[config.mk]
export PLATFORM = sky130hd
export DESIGN_NAME = bracket_keyword_balance_checker_unit
export DESIGN_NICKNAME = d
export VERILOG_FILES = /design/src/hw/rtl/bkbc_pkg.sv /design/src/hw/rtl/bkbc_front.sv /design/src/hw/rtl/bkbc_queue.sv /design/src/hw/rtl/bkbc_back.sv /design/src/hw/rtl/bracket_keyword_balance_checker_unit.sv
export SDC_FILE = /design/constraint.sdc
export NUM_CORES = 1
export LEC_CHECK = 0
export ABC_AREA = 1
export BUFFER_PORTS_ARGS = -buffer_cell sky130_fd_sc_hd__buf_2
export CAP_MARGIN = 20
export CORE_MARGIN = 2
export CORE_UTILIZATION = 56
export CTS_BUF_LIST = sky130_fd_sc_hd__clkbuf_16
export DETAILED_ROUTE_END_ITERATION = 16
export MAX_ROUTING_LAYER = met4
export PLACE_DENSITY = 0.78
export SETUP_SLACK_MARGIN = 0.15
export SLEW_MARGIN = 30
export SYNTH_ARGS = -nofsm -noshare
export SYNTH_HDL_FRONTEND = slang
export SYNTH_SLANG_ARGS = --single-unit
[constraint.sdc]
create_clock -name clk_i -period 3.25 [get_ports clk_i]
set_input_delay 0.1625 -clock clk_i [delete_from_list [all_inputs] [get_ports clk_i]]
set_output_delay 0.1625 -clock clk_i [all_outputs]
set_load 0.05 [all_outputs]
[src/hw/rtl/bkbc_pkg.sv]
// shared types and constants of the bracket and keyword balance checker
package bkbc_pkg;

  // kind of opener held on the stack
  localparam logic [1:0] KIND_PAREN  = 2'd0;
  localparam logic [1:0] KIND_SQUARE = 2'd1;
  localparam logic [1:0] KIND_CURLY  = 2'd2;
  localparam logic [1:0] KIND_BEGIN  = 2'd3;

  // result status codes
  localparam logic [2:0] ST_PLAIN      = 3'd0;
  localparam logic [2:0] ST_OPENED     = 3'd1;
  localparam logic [2:0] ST_MATCHED    = 3'd2;
  localparam logic [2:0] ST_MISMATCH   = 3'd3;
  localparam logic [2:0] ST_UNDERFLOW  = 3'd4;
  localparam logic [2:0] ST_OVERFLOW   = 3'd5;
  localparam logic [2:0] ST_BALANCED   = 3'd6;
  localparam logic [2:0] ST_UNBALANCED = 3'd7;

  // expected closer code when the stack is empty
  localparam logic [2:0] CLOSER_NONE = 3'd0;

  // field widths of the result
  localparam int unsigned StatusW = 3;
  localparam int unsigned CloserW = 3;
  localparam int unsigned DepthW  = 7;

  // source characters that matter
  localparam logic [7:0] CH_LPAREN = 8'h28;
  localparam logic [7:0] CH_RPAREN = 8'h29;
  localparam logic [7:0] CH_LSQ    = 8'h5B;
  localparam logic [7:0] CH_RSQ    = 8'h5D;
  localparam logic [7:0] CH_LCURLY = 8'h7B;
  localparam logic [7:0] CH_RCURLY = 8'h7D;
  localparam logic [7:0] CH_LO_B   = 8'h62;
  localparam logic [7:0] CH_LO_E   = 8'h65;
  localparam logic [7:0] CH_LO_G   = 8'h67;
  localparam logic [7:0] CH_LO_I   = 8'h69;
  localparam logic [7:0] CH_LO_N   = 8'h6E;
  localparam logic [7:0] CH_LO_D   = 8'h64;
  localparam logic [7:0] CH_UP_B   = 8'h42;
  localparam logic [7:0] CH_UP_E   = 8'h45;
  localparam logic [7:0] CH_UP_G   = 8'h47;
  localparam logic [7:0] CH_UP_I   = 8'h49;
  localparam logic [7:0] CH_UP_N   = 8'h4E;
  localparam logic [7:0] CH_UP_D   = 8'h44;

  // operation the back end carries out
  typedef enum logic [1:0] {
    OP_PLAIN = 2'd0,
    OP_OPEN  = 2'd1,
    OP_CLOSE = 2'd2,
    OP_EOP   = 2'd3
  } op_e;

  // classified request passed through the queue
  typedef struct packed {
    op_e        op;
    logic [1:0] kind;
  } op_t;

endpackage

[src/hw/rtl/bkbc_front.sv]
// front end: accepts characters, tracks recent bytes and classifies tokens
module bkbc_front (
  input  logic            clk_i,
  input  logic            rst_ni,
  input  logic            in_valid_i,
  input  logic [7:0]      in_char_i,
  input  logic            in_eop_i,
  output logic            in_ready_o,
  input  logic            q_full_i,
  output logic            q_push_o,
  output bkbc_pkg::op_t   q_op_o
);
  import bkbc_pkg::*;

  logic [31:0] recent_q, recent_d;
  logic [2:0]  rcount_q, rcount_d;
  logic        fire;
  logic        is_begin, is_end;
  op_t         op;

  assign in_ready_o = ~q_full_i;
  assign fire       = in_valid_i & ~q_full_i;
  assign q_push_o   = fire;
  assign q_op_o     = op;

  // keyword suffix match against the recent bytes, newest in the low byte
  always_comb begin
    is_begin = (rcount_q >= 3'd4) &&
               (((in_char_i == CH_LO_N) && (recent_q[7:0] == CH_LO_I) &&
                 (recent_q[15:8] == CH_LO_G) && (recent_q[23:16] == CH_LO_E) &&
                 (recent_q[31:24] == CH_LO_B)) ||
                ((in_char_i == CH_UP_N) && (recent_q[7:0] == CH_UP_I) &&
                 (recent_q[15:8] == CH_UP_G) && (recent_q[23:16] == CH_UP_E) &&
                 (recent_q[31:24] == CH_UP_B)));
    is_end   = (rcount_q >= 3'd2) &&
               (((in_char_i == CH_LO_D) && (recent_q[7:0] == CH_LO_N) &&
                 (recent_q[15:8] == CH_LO_E)) ||
                ((in_char_i == CH_UP_D) && (recent_q[7:0] == CH_UP_N) &&
                 (recent_q[15:8] == CH_UP_E)));
  end

  // classify the request
  always_comb begin
    op.op   = OP_PLAIN;
    op.kind = KIND_PAREN;
    priority if (in_eop_i) begin
      op.op = OP_EOP;
    end else if (in_char_i == CH_LPAREN) begin
      op.op = OP_OPEN;   op.kind = KIND_PAREN;
    end else if (in_char_i == CH_LSQ) begin
      op.op = OP_OPEN;   op.kind = KIND_SQUARE;
    end else if (in_char_i == CH_LCURLY) begin
      op.op = OP_OPEN;   op.kind = KIND_CURLY;
    end else if (is_begin) begin
      op.op = OP_OPEN;   op.kind = KIND_BEGIN;
    end else if (in_char_i == CH_RPAREN) begin
      op.op = OP_CLOSE;  op.kind = KIND_PAREN;
    end else if (in_char_i == CH_RSQ) begin
      op.op = OP_CLOSE;  op.kind = KIND_SQUARE;
    end else if (in_char_i == CH_RCURLY) begin
      op.op = OP_CLOSE;  op.kind = KIND_CURLY;
    end else if (is_end) begin
      op.op = OP_CLOSE;  op.kind = KIND_BEGIN;
    end else begin
      op.op = OP_PLAIN;
    end
  end

  // recent byte history: tokens and end of program clear it
  always_comb begin
    recent_d = recent_q;
    rcount_d = rcount_q;
    if (fire) begin
      if (op.op == OP_PLAIN) begin
        recent_d = {recent_q[23:0], in_char_i};
        if (rcount_q < 3'd4) begin
          rcount_d = rcount_q + 3'd1;
        end
      end else begin
        recent_d = '0;
        rcount_d = '0;
      end
    end
  end

  always_ff @(posedge clk_i or negedge rst_ni) begin
    if (!rst_ni) begin
      recent_q <= '0;
      rcount_q <= '0;
    end else begin
      recent_q <= recent_d;
      rcount_q <= rcount_d;
    end
  end

endmodule

[src/hw/rtl/bkbc_queue.sv]
// two-entry request queue between the front end and the back end
module bkbc_queue (
  input  logic            clk_i,
  input  logic            rst_ni,
  input  logic            push_i,
  input  bkbc_pkg::op_t   op_i,
  output logic            full_o,
  output logic            valid_o,
  output bkbc_pkg::op_t   op_o,
  input  logic            pop_i
);
  import bkbc_pkg::*;

  op_t        slot_q [2];
  logic       wr_ptr_q, wr_ptr_d;
  logic       rd_ptr_q, rd_ptr_d;
  logic [1:0] fill_q, fill_d;

  assign full_o  = (fill_q == 2'd2);
  assign valid_o = (fill_q != 2'd0);
  assign op_o    = slot_q[rd_ptr_q];

  // pointer and fill bookkeeping
  always_comb begin
    wr_ptr_d = wr_ptr_q;
    rd_ptr_d = rd_ptr_q;
    fill_d   = fill_q;
    if (push_i) begin
      wr_ptr_d = ~wr_ptr_q;
    end
    if (pop_i) begin
      rd_ptr_d = ~rd_ptr_q;
    end
    unique case ({push_i, pop_i})
      2'b10:   fill_d = fill_q + 2'd1;
      2'b01:   fill_d = fill_q - 2'd1;
      default: fill_d = fill_q;
    endcase
  end

  always_ff @(posedge clk_i or negedge rst_ni) begin
    if (!rst_ni) begin
      wr_ptr_q <= 1'b0;
      rd_ptr_q <= 1'b0;
      fill_q   <= '0;
    end else begin
      wr_ptr_q <= wr_ptr_d;
      rd_ptr_q <= rd_ptr_d;
      fill_q   <= fill_d;
    end
  end

  // payload slots
  always_ff @(posedge clk_i) begin
    if (push_i) begin
      slot_q[wr_ptr_q] <= op_i;
    end
  end

endmodule

[src/hw/rtl/bkbc_back.sv]
// back end: kind stack, top-of-stack register and result register
module bkbc_back #(
  parameter int unsigned STACK_DEPTH = 64
) (
  input  logic                           clk_i,
  input  logic                           rst_ni,
  input  logic                           q_valid_i,
  input  bkbc_pkg::op_t                  q_op_i,
  output logic                           q_pop_o,
  output logic                           out_valid_o,
  input  logic                           out_ready_i,
  output logic [bkbc_pkg::StatusW-1:0]   out_status_o,
  output logic [bkbc_pkg::CloserW-1:0]   out_closer_o,
  output logic [bkbc_pkg::DepthW-1:0]    out_depth_o
);
  import bkbc_pkg::*;

  localparam int unsigned CntW  = $clog2(STACK_DEPTH + 1);
  localparam int unsigned AddrW = (STACK_DEPTH > 1) ? $clog2(STACK_DEPTH) : 1;
  localparam logic [CntW-1:0] Full = CntW'(STACK_DEPTH);

  // stack memory, top entry mirrored in top_q, the one below in under_q
  logic [1:0]       stack_mem [STACK_DEPTH];
  logic [1:0]       under_q;
  logic [1:0]       top_q, top_d;
  logic [CntW-1:0]  cnt_q, cnt_d;
  logic [CntW-1:0]  rd_cnt;
  logic [AddrW-1:0] rd_addr;
  logic             fire;
  logic             push;
  logic [StatusW-1:0] status;
  logic [CloserW-1:0] closer;
  logic [DepthW-1:0]  depth;
  logic             out_valid_q;
  logic [StatusW-1:0] status_q;
  logic [CloserW-1:0] closer_q;
  logic [DepthW-1:0]  depth_q;

  assign fire    = q_valid_i & (~out_valid_q | out_ready_i);
  assign q_pop_o = fire;

  // execute one request against the stack
  always_comb begin
    cnt_d  = cnt_q;
    top_d  = top_q;
    push   = 1'b0;
    status = ST_PLAIN;
    if (fire) begin
      unique case (q_op_i.op)
        OP_EOP: begin
          status = (cnt_q == '0) ? ST_BALANCED : ST_UNBALANCED;
          cnt_d  = '0;
        end
        OP_OPEN: begin
          if (cnt_q >= Full) begin
            status = ST_OVERFLOW;
          end else begin
            status = ST_OPENED;
            push   = 1'b1;
            cnt_d  = cnt_q + CntW'(1);
            top_d  = q_op_i.kind;
          end
        end
        OP_CLOSE: begin
          if (cnt_q == '0) begin
            status = ST_UNDERFLOW;
          end else if (top_q != q_op_i.kind) begin
            status = ST_MISMATCH;
          end else begin
            status = ST_MATCHED;
            cnt_d  = cnt_q - CntW'(1);
            top_d  = under_q;
          end
        end
        default: status = ST_PLAIN;
      endcase
    end
  end

  // closer and depth: end of program reports the stack before clearing
  always_comb begin
    if (q_op_i.op == OP_EOP) begin
      closer = (cnt_q == '0) ? CLOSER_NONE : {1'b0, top_q} + CloserW'(1);
      depth  = DepthW'(cnt_q);
    end else begin
      closer = (cnt_d == '0) ? CLOSER_NONE : {1'b0, top_d} + CloserW'(1);
      depth  = DepthW'(cnt_d);
    end
  end

  // prefetch the entry below the next top
  assign rd_cnt  = cnt_d - CntW'(2);
  assign rd_addr = rd_cnt[AddrW-1:0];

  always_ff @(posedge clk_i) begin
    if (push) begin
      stack_mem[cnt_q[AddrW-1:0]] <= q_op_i.kind;
    end
    under_q <= stack_mem[rd_addr];
    top_q   <= top_d;
  end

  always_ff @(posedge clk_i or negedge rst_ni) begin
    if (!rst_ni) begin
      cnt_q <= '0;
    end else begin
      cnt_q <= cnt_d;
    end
  end

  // result register
  always_ff @(posedge clk_i or negedge rst_ni) begin
    if (!rst_ni) begin
      out_valid_q <= 1'b0;
    end else if (fire) begin
      out_valid_q <= 1'b1;
    end else if (out_ready_i) begin
      out_valid_q <= 1'b0;
    end
  end

  always_ff @(posedge clk_i) begin
    if (fire) begin
      status_q <= status;
      closer_q <= closer;
      depth_q  <= depth;
    end
  end

  assign out_valid_o  = out_valid_q;
  assign out_status_o = status_q;
  assign out_closer_o = closer_q;
  assign out_depth_o  = depth_q;

endmodule

[src/hw/rtl/bracket_keyword_balance_checker_unit.sv]
// top level of the bracket and keyword balance checker
// throughput: one request per cycle unless the result output stalls; the top kind
// sits in a register and the stack memory read for the entry below is registered
// ahead of its use
// reset: counters, byte history and handshake state clear at once; stack
// memory is not cleared and needs no clearing pass
module bracket_keyword_balance_checker_unit #(
  parameter int unsigned STACK_DEPTH = 64
) (
  input  logic        clk_i,
  input  logic        rst_ni,
  input  logic        s_axis_tvalid,
  output logic        s_axis_tready,
  input  logic [7:0]  s_axis_tdata,   // [7:0] character
  input  logic        s_axis_tlast,   // end_of_program
  output logic        m_axis_tvalid,
  input  logic        m_axis_tready,
  output logic [15:0] m_axis_tdata    // [2:0] status, [5:3] expected_closer,
                                      // [12:6] nesting_depth, [15:13] zero
);
  import bkbc_pkg::*;

  logic      q_full, q_push, q_valid, q_pop;
  op_t       front_op, back_op;
  logic [StatusW-1:0] status;
  logic [CloserW-1:0] closer;
  logic [DepthW-1:0]  depth;

  // classify incoming characters
  bkbc_front u_front (
    .clk_i      (clk_i),
    .rst_ni     (rst_ni),
    .in_valid_i (s_axis_tvalid),
    .in_char_i  (s_axis_tdata),
    .in_eop_i   (s_axis_tlast),
    .in_ready_o (s_axis_tready),
    .q_full_i   (q_full),
    .q_push_o   (q_push),
    .q_op_o     (front_op)
  );

  // decouple front and back
  bkbc_queue u_queue (
    .clk_i   (clk_i),
    .rst_ni  (rst_ni),
    .push_i  (q_push),
    .op_i    (front_op),
    .full_o  (q_full),
    .valid_o (q_valid),
    .op_o    (back_op),
    .pop_i   (q_pop)
  );

  // stack execution and result register
  bkbc_back #(
    .STACK_DEPTH (STACK_DEPTH)
  ) u_back (
    .clk_i        (clk_i),
    .rst_ni       (rst_ni),
    .q_valid_i    (q_valid),
    .q_op_i       (back_op),
    .q_pop_o      (q_pop),
    .out_valid_o  (m_axis_tvalid),
    .out_ready_i  (m_axis_tready),
    .out_status_o (status),
    .out_closer_o (closer),
    .out_depth_o  (depth)
  );

  assign m_axis_tdata = {3'b000, depth, closer, status};

endmodule

==> results of run 1 <==
flip-flops by register name, summed over array words and instances, names as in the netlist:
signal and count:
u_back.stack_mem 128, u_front.recent_q 32, u_queue.slot_q 8, u_back.cnt_q 7, u_back.out_depth_o 7, u_back.out_closer_o 3, u_back.out_status_o 3, u_front.rcount_q 3
u_back.top_q 2, u_back.under_q 2, u_queue.fill_q 2, u_back.out_valid_o 1, u_queue.rd_ptr_q 1, u_queue.wr_ptr_q 1
cells in the mapped netlist, drive strengths merged, types with 2 or more instances:
master | number | area, µm²
a21oi | 10 | 61.3
a32oi | 2 | 17.5
a41oi | 2 | 17.5
buf | 35 | 201
clkbuf | 13 | 48.8
dfrtp | 47 | 1180
dfxtp | 4 | 80.1
edfxtp | 149 | 4470
ha | 12 | 150
inv | 134 | 505
nand2 | 182 | 728
nand3 | 180 | 901
nand3b | 51 | 383
nand4 | 19 | 119
nor2 | 91 | 342
nor3 | 13 | 65.1
nor4 | 5 | 31.3
o21ai | 45 | 229
o31ai | 10 | 75.1
or2 | 5 | 31.3
xnor2 | 2 | 17.5
xor2 | 4 | 35.0
logic make-up after synthesis:
logic type,synth area share
AND/OR/NAND/NOR,0.267
adder cells (fa/ha/maj),0.0154
flip-flops,0.588
multiplexers,0.00103
AO/OA/AOI/OAI,0.0448
other,0.000385
XOR/XNOR,0.00539
buffers and inverters,0.0775
worst reg2reg max path, delay by kind of cell, from the launching register on:
family | cells | cell delay [ns]
buf+inv | 4 | 0.36
simple gates | 11 | 1.29
flops | 1 | 0.44
fa+ha+maj | 2 | 0.63
compound gates | 1 | 0.10
power by group through the flow:
stage | Combinational (mW) | Sequential [mW] | Clock, mW
after global placement | 5.70 | 3.57 | 0
final | 6.24 | 3.54 | 2.25
after global routing | 6.85 | 3.58 | 2.38
after CTS | 5.87 | 3.53 | 2.27
after floorplan | 3.99 | 3.84 | 0
after detailed placement | 5.79 | 3.58 | 0
per-stage QoR:
| stage | instance area, µm² | utilization |
|---|---|---|
| final | 11000 | 0.640 |
| after floorplan | 9760 | - |
| after CTS | 10900 | 0.632 |
| after global routing | 11000 | 0.640 |
| after global placement | 10200 | 0.593 |
| after detailed placement | 10200 | 0.593 |
what timing repair did:
item                                    CTS  global route
setup buffers                             1             9
pin swaps                                 1             5
endpoints found under the setup margin    3           121
endpoints found under the hold margin    18             0
gates cloned                              0             1
gates resized for setup                   2            18
hold buffers                              2             0
path summary, 6_finish.rpt:
check | from | endpoint | depth (start not counted)
setup / recovery | u_queue.rd_ptr_q$_DFFE_PN0P_ | u_back.under_q[1]$_DFF_P_ | 18
hold / removal | s_axis_tdata[1] | u_front.recent_q[1]$_DFFE_PN0P_ | 3
setup reg to reg | u_queue.rd_ptr_q$_DFFE_PN0P_ | u_back.under_q[1]$_DFF_P_ | 18
hold reg to reg | u_front.recent_q[25]$_DFFE_PN0P_ | u_front.recent_q[25]$_DFFE_PN0P_ | 2
max in group asynchronous | rst_ni | u_front.recent_q[20]$_DFFE_PN0P_ | 3
min in group asynchronous | rst_ni | u_front.rcount_q[0]$_DFFE_PN0P_ | 2
layout make-up:
cell class,count,area (µm²)
Clock buffer,17,425
Inverter,134,515
Fill cell,1304,6190
Multi-Input combinational cell,644,3320
Sequential cell,200,5730
Clock inverter,15,210
Timing Repair Buffer,68,502
Tap cell,225,282
per-layer routing:
metal  track usage  share of wire  vias to the layer above
li1              -              -                     3569
met1         0.328           0.40                     3595
met2         0.437           0.49                      364
met3        0.0541          0.076                       65
met4         0.123          0.036                        0
met5             -              0                        -
layout by cell type, fill, tap and decap left out, drive strengths merged:
master         n
edfxtp       149
nand2        183
clkbuf        17
o31ai         10
mux2i          1
o211ai         1
a31oi          1
nor4           5
inv          142
a22oi          1
or2            5
nand4         19
dfrtp         47
xnor2          2
a32oi          2
nor2          91
xor2           4
nand3b        51
buf           66
conb           3
o2111ai        1
o21ai         45
dlygate4sd3    2
ha            12
o22ai          1
a41oi          2
clkinv         4
nand3        180
nor3          13
bufinv         3
dfxtp          4
or3            1
a21oi         10
==> summary.md, run 1 <==
| Metric | Value |
|---|---|
| Dpl ws | 0.163 ns |
| Crit path largest cell delay | 0.44 ns |
| Drt first pass iters | 5 |
| CTS buffer count | 17 |
| Leakage | 4.51 nW |
| Required time worst endpoint | 3.59 ns |
| Worst IR Drop VDD | 0.803 mV |
| Initial antenna violation count | 0 |
| Min Hold Slack | 0.00464 ns |
| 1st-iter DRT viols | 894 |
| Crit. End Element | flip-flop |
| Crit path time final | 2.92 ns |
| Final worst-path cycle share | 0.897 |
| Antenna viol nets, final | 0 |
| Non-Filler Instances | 1303 |
| Average wire per standard cell | 17.8 µm |
| Clock Tree Buf Depth | 2 |
| Net Sw Power | 5.52 mW |
| Vias | 7593 |
| Tot GR Track Use | 0.269 |
| Number of global-route vias before repair | 7301 |
| CTS tree | built |
| DPL Wire Length | 14800 µm |
| CP startpoint kind | flip-flop |
| Setup TNS | 0 ns |
| Outcome | complete, no violations |
| Placed cells | 1258 |
| Worst setup margin | 0.335 ns |
| Maxcap violations | 0 |
| Cell family with most CP delay | simple AND/OR/NAND/NOR gates |
| Final setup fails | 0 |
| Post-synth cell types | 41 |
| H-tree Lvls | 4 |
| Register area share after synthesis | 0.588 |
| Clock network power share | 0.187 |
| Setup Skew | 0.0131 ns |
| FFs w/ async S/R, synth | 0.235 |
| Insertion delay to the later sink of the worst-skew pair | 0.45 ns |
| CP dominant cell by count | nand3_1 |
| DRC errors left | 0 |
| Worst path buffer plus inverter count | 4 |
| Slew Limit Fails | 0 |
| DR vias/cell | 5.83 |
| Die W | 136 µm |
| Max Fclk | 0.343 GHz |
| Synth Register Bits | 200 |
| Crit-path slowest cell | dfrtp_2 |
| Final Hold Vio Count | 0 |
| Detailed Route WL | 23200 µm |
| RSZ-0062 raised after global routing | true |
| Max-slew headroom | 0.453 |
| CTS root buf | clkbuf_16 |
| Total power | 12.0 mW |
| Rows | 48 |
| GRT overflow | 0 |
| Area grow syn2layout | 12.7% |
| Post-synth EDFFs | 149 |
| Crit-path cells | inv_2, or2_2, o21ai_2, ha_2, inv_1, nand2_2, nor2_1, nand2_2, nand2_2, nand2_4, inv_4, ha_2, buf_12, nand3_1, nand3_1, nand3_1, nand3_1, nand2_1 |
| Core Area | 0.0172 mm² |
| Post-Synthesis Cell Area | 0.00975 mm² |
| Inserted Diodes | 0 |
| Largest net degree at the start of global routing | 66 |
| Pwr dens | 1100 mW/mm² |
| Global-route wire length before repair | 36900 µm |
| Worst EP arrival | 3.25 ns |
| Final-stage net count | 1090 |
| R2R setup slack | 0.33 ns |
| Global placer's final weighted congestion | 0.936 |
| Die Ht | 136 µm |
| Setup CP Type | reg2reg |
| Main flop type after synthesis | edfxtp_1 |
| Sw Share | 0.459 |
| Clock Sinks | 200 |
| Register share of total power | 0.294 |
| Port Buffers | 27 |
| Syn Area/Cell | 9.53 µm² |
| Internal | 6.51 mW |
| Slew @ Worst Pin | 0.819 ns |
| Die area | 0.0185 mm² |
| Maximum fanout along the worst path | 16 |
| IO Count | 31 |
| Initial core utilization | 0.567 |
| Worst Hold Class | in2reg |
| Gate power share | 0.518 |
| Proportion of layout cells with a drive suffix above 1 | 0.123 |
| CTS clk-pin slew, worst paths | 0.07 ns |
| Synthesis warning total | 0 |
| Cells after Synth | 1023 |
(Power assumes the default switching activity.)
==> run 2, diff against run 1 <==
CORE_MARGIN = 5   (was 2)
RECOVER_POWER = 100   (was not set)
==> summary.md, run 2 (same netlist as run 1, synthesis figures left out) <==
| Metric | Value |
|---|---|
| Crit path largest cell delay | 0.36 ns (was 0.44 ns) |
| CTS tree | built (unchanged) |
| Crit. path cell count | 18 (unchanged) |
| Placed cells | 1259 (was 1258) |
| Worst IR Drop VDD | 0.686 mV (was 0.803 mV) |
| Reg2reg start | u_queue.rd_ptr_q$_DFFE_PN0P_ (unchanged) |
| Detailed Route WL | 22800 µm (was 23200 µm) |
| Final Util | 0.626 (was 0.640) |
| GRT overflow | 0 (unchanged) |
| IO Count | 31 (unchanged) |
| Final worst-path cycle share | 0.896 (was 0.897) |
| CTS root buf | clkbuf_16 (unchanged) |
| Tot GR Track Use | 0.241 (was 0.269) |
| Crit path time final | 2.91 ns (was 2.92 ns) |
| CTS buffer count | 17 (unchanged) |
| Final setup fails | 0 (unchanged) |
| Setup crit end | u_back.out_closer_o[1]$_DFFE_PP_ (was u_back.under_q[1]$_DFF_P_) |
| Leakage | 4.37 nW (was 4.51 nW) |
| Max-slew headroom | -0.784 (was 0.453) |
| Dpl ws | 0.239 ns (was 0.163 ns) |
| Worst setup margin | 0.338 ns (was 0.335 ns) |
| RSZ-0062 raised after global routing | true (unchanged) |
| Core Area | 0.0172 mm² (unchanged) |
| Slew Limit Fails | 48 (was 0) |
| Crit path from | u_queue.rd_ptr_q$_DFFE_PN0P_ (unchanged) |
| Worst path buffer plus inverter count | 6 (was 4) |
| DRC errors left | 0 (unchanged) |
| Insertion delay to the later sink of the worst-skew pair | 0.44 ns (was 0.45 ns) |
| Slew @ Worst Pin | 2.68 ns (was 0.819 ns) |
| Required time worst endpoint | 3.44 ns (was 3.59 ns) |
| DR vias/cell | 5.77 (was 5.83) |
| Antenna viol nets, final | 0 (unchanged) |
| Pwr dens | 1080 mW/mm² (was 1100 mW/mm²) |
| DPL Wire Length | 14500 µm (was 14800 µm) |
| Largest net degree at the start of global routing | 66 (unchanged) |
| Cell family with most CP delay | simple AND/OR/NAND/NOR gates (unchanged) |
| Drt first pass iters | 5 (unchanged) |
| Non-Filler Instances | 1297 (was 1303) |
| Setup CP Type | reg2reg (unchanged) |
| Commonest non-fill, non-tap cell in the layout | nand3_1 (unchanged) |
| Crit-path cells | inv_2, or2_2, o21ai_1, inv_1, ha_1, nand2_1, inv_1, nor2_1, nand2_2, nand2_1, nand2_4, inv_4, buf_8, nand4_1, inv_1, nand2_1, nand3_1, nand2_1 (was inv_2, or2_2, o21ai_2, ha_2, inv_1, nand2_2, nor2_1, nand2_2, nand2_2, nand2_4, inv_4, ha_2, buf_12, nand3_1, nand3_1, nand3_1, nand3_1, nand2_1) |
| Failing checks | max-capacitance violations, max-slew violations |
| Crit. End Element | flip-flop (unchanged) |
| Initial core utilization | 0.567 (unchanged) |
| Setup TNS | 0 ns (unchanged) |
| Final Hold Vio Count | 0 (unchanged) |
| Outcome | finished with violations (was complete, no violations) |
| CTS clk-pin slew, worst paths | 0.07 ns (about the same) |
| Number of global-route vias before repair | 7228 (was 7301) |
| Average wire per standard cell | 17.6 µm (was 17.8 µm) |
| Reg2reg path depth | 18 (unchanged) |
| R2R setup slack | 0.34 ns (was 0.33 ns) |
| Area grow syn2layout | 10.4% (was 12.7%) |
| Clock Sinks | 200 (unchanged) |
| Die W | 142 µm (was 136 µm) |
| Post-route cell area | 0.0108 mm² (was 0.0110 mm²) |
| Global-route wire length before repair | 36900 µm (about the same) |
| 1st-iter DRT viols | 664 (was 894) |
| Total power | 11.6 mW (was 12.0 mW) |
| Port Buffers | 27 (unchanged) |
| Max Fclk | 0.343 GHz (about the same) |
| Maxcap violations | 1 (was 0) |
| Inserted Diodes | 0 (unchanged) |
| H-tree Lvls | 4 (unchanged) |
| Commonest non-fill, non-tap cells in the layout | 180 x nand3_1, 173 x nand2_1, 149 x edfxtp_1 (was 180 x nand3_1, 169 x nand2_1, 149 x edfxtp_1) |
| Final-stage net count | 1084 (was 1090) |
| Die Ht | 142 µm (was 136 µm) |
| Clock Tree Buf Depth | 2 (unchanged) |
| Post-DP Area | 0.0102 mm² (about the same) |
| CP dominant cell by count | nand2_1 (was nand3_1) |
| Rows | 48 (unchanged) |
| Global placer's final weighted congestion | 0.898 (was 0.936) |
| Crit-path slowest cell | dfrtp_1 (was dfrtp_2) |
| Min Hold Slack | 0.0128 ns (was 0.00464 ns) |
| Worst EP arrival | 3.11 ns (was 3.25 ns) |
| Die area | 0.0201 mm² (was 0.0185 mm²) |
| Maximum fanout along the worst path | 34 (was 16) |
| Vias | 7484 (was 7593) |
| Initial antenna violation count | 0 (unchanged) |
| CP startpoint kind | flip-flop (unchanged) |
| Proportion of layout cells with a drive suffix above 1 | 0.0802 (was 0.123) |
| Max reg flops | 128 (unchanged) |
| Worst Hold Class | in2reg (unchanged) |
| Reg-to-Reg End | u_back.out_closer_o[1]$_DFFE_PP_ (was u_back.under_q[1]$_DFF_P_) |
| Setup Skew | 0.00777 ns (was 0.0131 ns) |
run 2: worst min path at each step:
stage	startpoint	to	slack, ns	cells after the start
finish	s_axis_tdata[7]	u_front.recent_q[7]$_DFFE_PN0P_	0.01	3
global route	s_axis_tdata[7]	u_front.recent_q[7]$_DFFE_PN0P_	0.03	3
CTS	s_axis_tdata[7]	u_front.recent_q[7]$_DFFE_PN0P_	0.004	3
detailed placement	rst_ni	u_front.rcount_q[0]$_DFFE_PN0P_	0.22	1
global placement	m_axis_tready	u_back.out_valid_o$_DFFE_PN0P_	0.35	2
floorplan	rst_ni	u_back.cnt_q[0]$_DFF_PN0_	-0.13	0
run 2: layout make-up:
class                      count  area (µm²)
fill                        1421        6420
tap                          225         282
sequential                   200        5730
inverter                     134         508
clock inverter                15         154
timing repair buffer          63         387
clock buffer                  17         425
multi-input combinational    643        3270
run 2: timing repair:
action / in CTS / in global routing
pin swaps: 0 / 3
setup buffers: 0 / 3
endpoints found under the hold margin: 49 / 0
resized for setup: 1 / 8
setup endpoints to repair: 1 / 63
hold buffers: 3 / 0
run 2: worst min-delay path: cells and delay by family:
kind / cells / cell delay, ns
compound gates: 1 / 0.07
buf+inv: 1 / 0.12
simple gates: 1 / 0.07
run 2: power by group:
| group | internal, mW | switching (mW) | total, mW |
|---|---|---|---|
| Clock | 1.13 | 0.936 | 2.07 |
| Sequential | 3.33 | 0.187 | 3.52 |
| Combinational | 1.80 | 4.22 | 6.02 |
run 2: per-layer routing:
metal  routed length, µm  part of all wire  global-route usage  up-vias
met5                   0                 0                   -        -
met4                 794             0.035               0.103        0
met3                1440             0.063              0.0394       57
met2               11000              0.48               0.387      307
met1                9510              0.42               0.307     3579
li1                    -                 -                   -     3541
==> run 3, diff against run 2 <==
CELL_PAD_IN_SITES_DETAIL_PLACEMENT = 2   (was not set)
CELL_PAD_IN_SITES_GLOBAL_PLACEMENT = 2   (was not set)
CORE_UTILIZATION = 36   (was 56)
MAX_ROUTING_LAYER = not set   (was met4)
PLACE_DENSITY = 0.77   (was 0.78)
==> summary.md, run 3 (same netlist as run 1, synthesis figures left out) <==
| Metric | Value |
|---|---|
| Average wire per standard cell | 21.7 µm (was 17.6 µm) |
| Largest net degree at the start of global routing | 66 (unchanged) |
| CTS root buf | clkbuf_16 (unchanged) |
| Crit path time final | 2.97 ns (was 2.91 ns) |
| Die Ht | 175 µm (was 142 µm) |
| CTS clk-pin slew, worst paths | 0.08 ns (was 0.07 ns) |
| Clock Tree Buf Depth | 2 (unchanged) |
| Inserted Diodes | 0 (unchanged) |
| Maxcap violations | 1 (unchanged) |
| Pwr dens | 1120 mW/mm² (was 1080 mW/mm²) |
| Rows | 60 (was 48) |
| Setup CP Type | reg2reg (unchanged) |
| DR vias/cell | 5.37 (was 5.77) |
| Proportion of layout cells with a drive suffix above 1 | 0.0975 (was 0.0802) |
| Failing checks | max-capacitance violations, max-slew violations (unchanged) |
| Global-route wire length before repair | 48700 µm (was 36900 µm) |
| Final Hold Vio Count | 0 (unchanged) |
| Number of global-route vias before repair | 8601 (was 7228) |
| Initial core utilization | 0.364 (was 0.567) |
| IO Count | 31 (unchanged) |
| Clock Sinks | 200 (unchanged) |
| Antenna viol nets, final | 0 (unchanged) |
| Crit. End Element | flip-flop (unchanged) |
| 1st-iter DRT viols | 548 (was 664) |
| Max reg flops | 128 (unchanged) |
| RSZ-0062 raised after global routing | false (was true) |
| H-tree Lvls | 4 (unchanged) |
| Setup Skew | 0.0257 ns (was 0.00777 ns) |
| Slew Limit Fails | 28 (was 48) |
| Slew @ Worst Pin | 1.89 ns (was 2.68 ns) |
| Worst EP arrival | 3.32 ns (was 3.11 ns) |
| Die W | 175 µm (was 142 µm) |
| CTS buffer count | 17 (unchanged) |
| Final-stage net count | 1089 (was 1084) |
| Maximum fanout along the worst path | 9 (was 34) |
| Port Buffers | 27 (unchanged) |
| Leakage | 4.43 nW (was 4.37 nW) |
| Max-slew headroom | -0.259 (was -0.784) |
| Setup TNS | 0 ns (unchanged) |
| Outcome | finished with violations (unchanged) |
| Die area | 0.0305 mm² (was 0.0201 mm²) |
| Initial antenna violation count | 0 (unchanged) |
| DPL Wire Length | 20100 µm (was 14500 µm) |
| Commonest non-fill, non-tap cells in the layout | 180 x nand3_1, 169 x nand2_1, 149 x edfxtp_1 (was 180 x nand3_1, 173 x nand2_1, 149 x edfxtp_1) |
| Tot GR Track Use | 0.204 (was 0.241) |
| Commonest non-fill, non-tap cell in the layout | nand3_1 (unchanged) |
| Worst Hold Class | in2reg (unchanged) |
| Final Util | 0.412 (was 0.626) |
| Area grow syn2layout | 13.3% (was 10.4%) |
| Required time worst endpoint | 3.59 ns (was 3.44 ns) |
| Max Fclk | 0.336 GHz (was 0.343 GHz) |
| Worst IR Drop VDD | 0.556 mV (was 0.686 mV) |
| GRT overflow | 0 (unchanged) |
| Core Area | 0.0268 mm² (was 0.0172 mm²) |
| Final setup fails | 0 (unchanged) |
| Vias | 7618 (was 7484) |
| Insertion delay to the later sink of the worst-skew pair | 0.45 ns (was 0.44 ns) |
| Final worst-path cycle share | 0.914 (was 0.896) |
| Global placer's final weighted congestion | 0.804 (was 0.898) |
| Detailed Route WL | 30800 µm (was 22800 µm) |
| Total power | 12.4 mW (was 11.6 mW) |
| Drt first pass iters | 5 (unchanged) |
| CTS tree | built (unchanged) |
| DRC errors left | 0 (unchanged) |
| CP startpoint kind | flip-flop (unchanged) |
run 3: cell types whose count changed in the layout (fill, tap and decap cells not counted), moves of 3 or more:
cell | before | now
buf_6 | 0 | 4
dlygate4sd3_1 | 3 | 6
clkbuf_1 | 25 | 19
inv_6 | 2 | 6
inv_8 | 0 | 3
buf_4 | 19 | 24
clkinv_4 | 6 | 2
nand2_1 | 173 | 169
run 3: power by group:
group | internal, mW | switching, mW | total [mW] | leakage, nW
combinational | 1.94 | 4.73 | 6.67 | 2.11
sequential | 3.32 | 0.229 | 3.55 | 2.03
clock | 1.03 | 1.10 | 2.13 | 0.290
total | 6.30 | 6.05 | 12.4 | 4.43
run 3: repair_timing:
item / CTS / global route
setup buffers: 3 / 0
pin swaps: 1 / 1
setup endpoints to repair: 3 / 5
gates resized for setup: 5 / 21
endpoints found under the hold margin: 31 / 0
cloned: 0 / 0
hold buffers: 6 / 0
run 3: area by class of cell:
class	count	area, µm²
Fill cell	2896	15800
Sequential cell	200	5730
Multi-Input combinational cell	643	3320
Inverter	134	514
Timing Repair Buffer	68	472
Tap cell	341	427
Clock buffer	17	425
Clock inverter	15	154
run 3: worst max-delay path, stage by stage, from the launching register on:
cell and delay [ns]:
dfrtp_1 0.36, inv_1 0.09, or2_2 0.27, o21ai_0 0.12
buf_4 0.17, ha_2 0.23, inv_1 0.09, nor2_2 0.14
nand3_1 0.11, nand3_1 0.15, o21ai_4 0.13, ha_4 0.20
inv_1 0.07, nand2_1 0.09, nand2_4 0.15, inv_2 0.11
nand3_1 0.14, nand3_1 0.11, nand3_1 0.09, nand2_1 0.05
run 3: path summary, 6_finish.rpt:
check / start / end / slack [ns] / depth (start not counted)
max: u_queue.rd_ptr_q$_DFFE_PN0P_ / u_back.under_q[0]$_DFF_P_ / 0.28 / 19
min: s_axis_tdata[5] / u_front.recent_q[5]$_DFFE_PN0P_ / 0.02 / 3
max reg2reg: u_queue.rd_ptr_q$_DFFE_PN0P_ / u_back.under_q[0]$_DFF_P_ / 0.28 / 19
min reg2reg: u_front.recent_q[25]$_DFFE_PN0P_ / u_front.recent_q[25]$_DFFE_PN0P_ / 0.49 / 2
max in group asynchronous: rst_ni / u_front.recent_q[23]$_DFFE_PN0P_ / 0.65 / 3
min in group asynchronous: rst_ni / u_back.cnt_q[6]$_DFF_PN0_ / 0.76 / 2
run 3: layer usage:
metal / part of all wire / global-route usage / up-vias
met3: 0.028 / 0.0326 / 30
met2: 0.53 / 0.376 / 104
met1: 0.43 / 0.253 / 3933
met5: 0 / 0 / -
met4: 0.014 / 0.0445 / 0
li1: - / - / 3551
run 3: through the flow:
step | setup slack [ns] | cells | hold slack (ns) | cell area (µm²)
3_3_place_gp | 0.326 | 1377 | 0.272 | 10300
2_1_floorplan | 0.181 | 1025 | -0.133 | 9760
3_5_place_dp | 0.156 | 1377 | 0.281 | 10300
5_1_grt | 0.0593 | 1418 | 0.0198 | 11000
4_1_cts | 0.157 | 1418 | 0.000476 | 11000
6_report | 0.278 | 1418 | 0.0226 | 11000
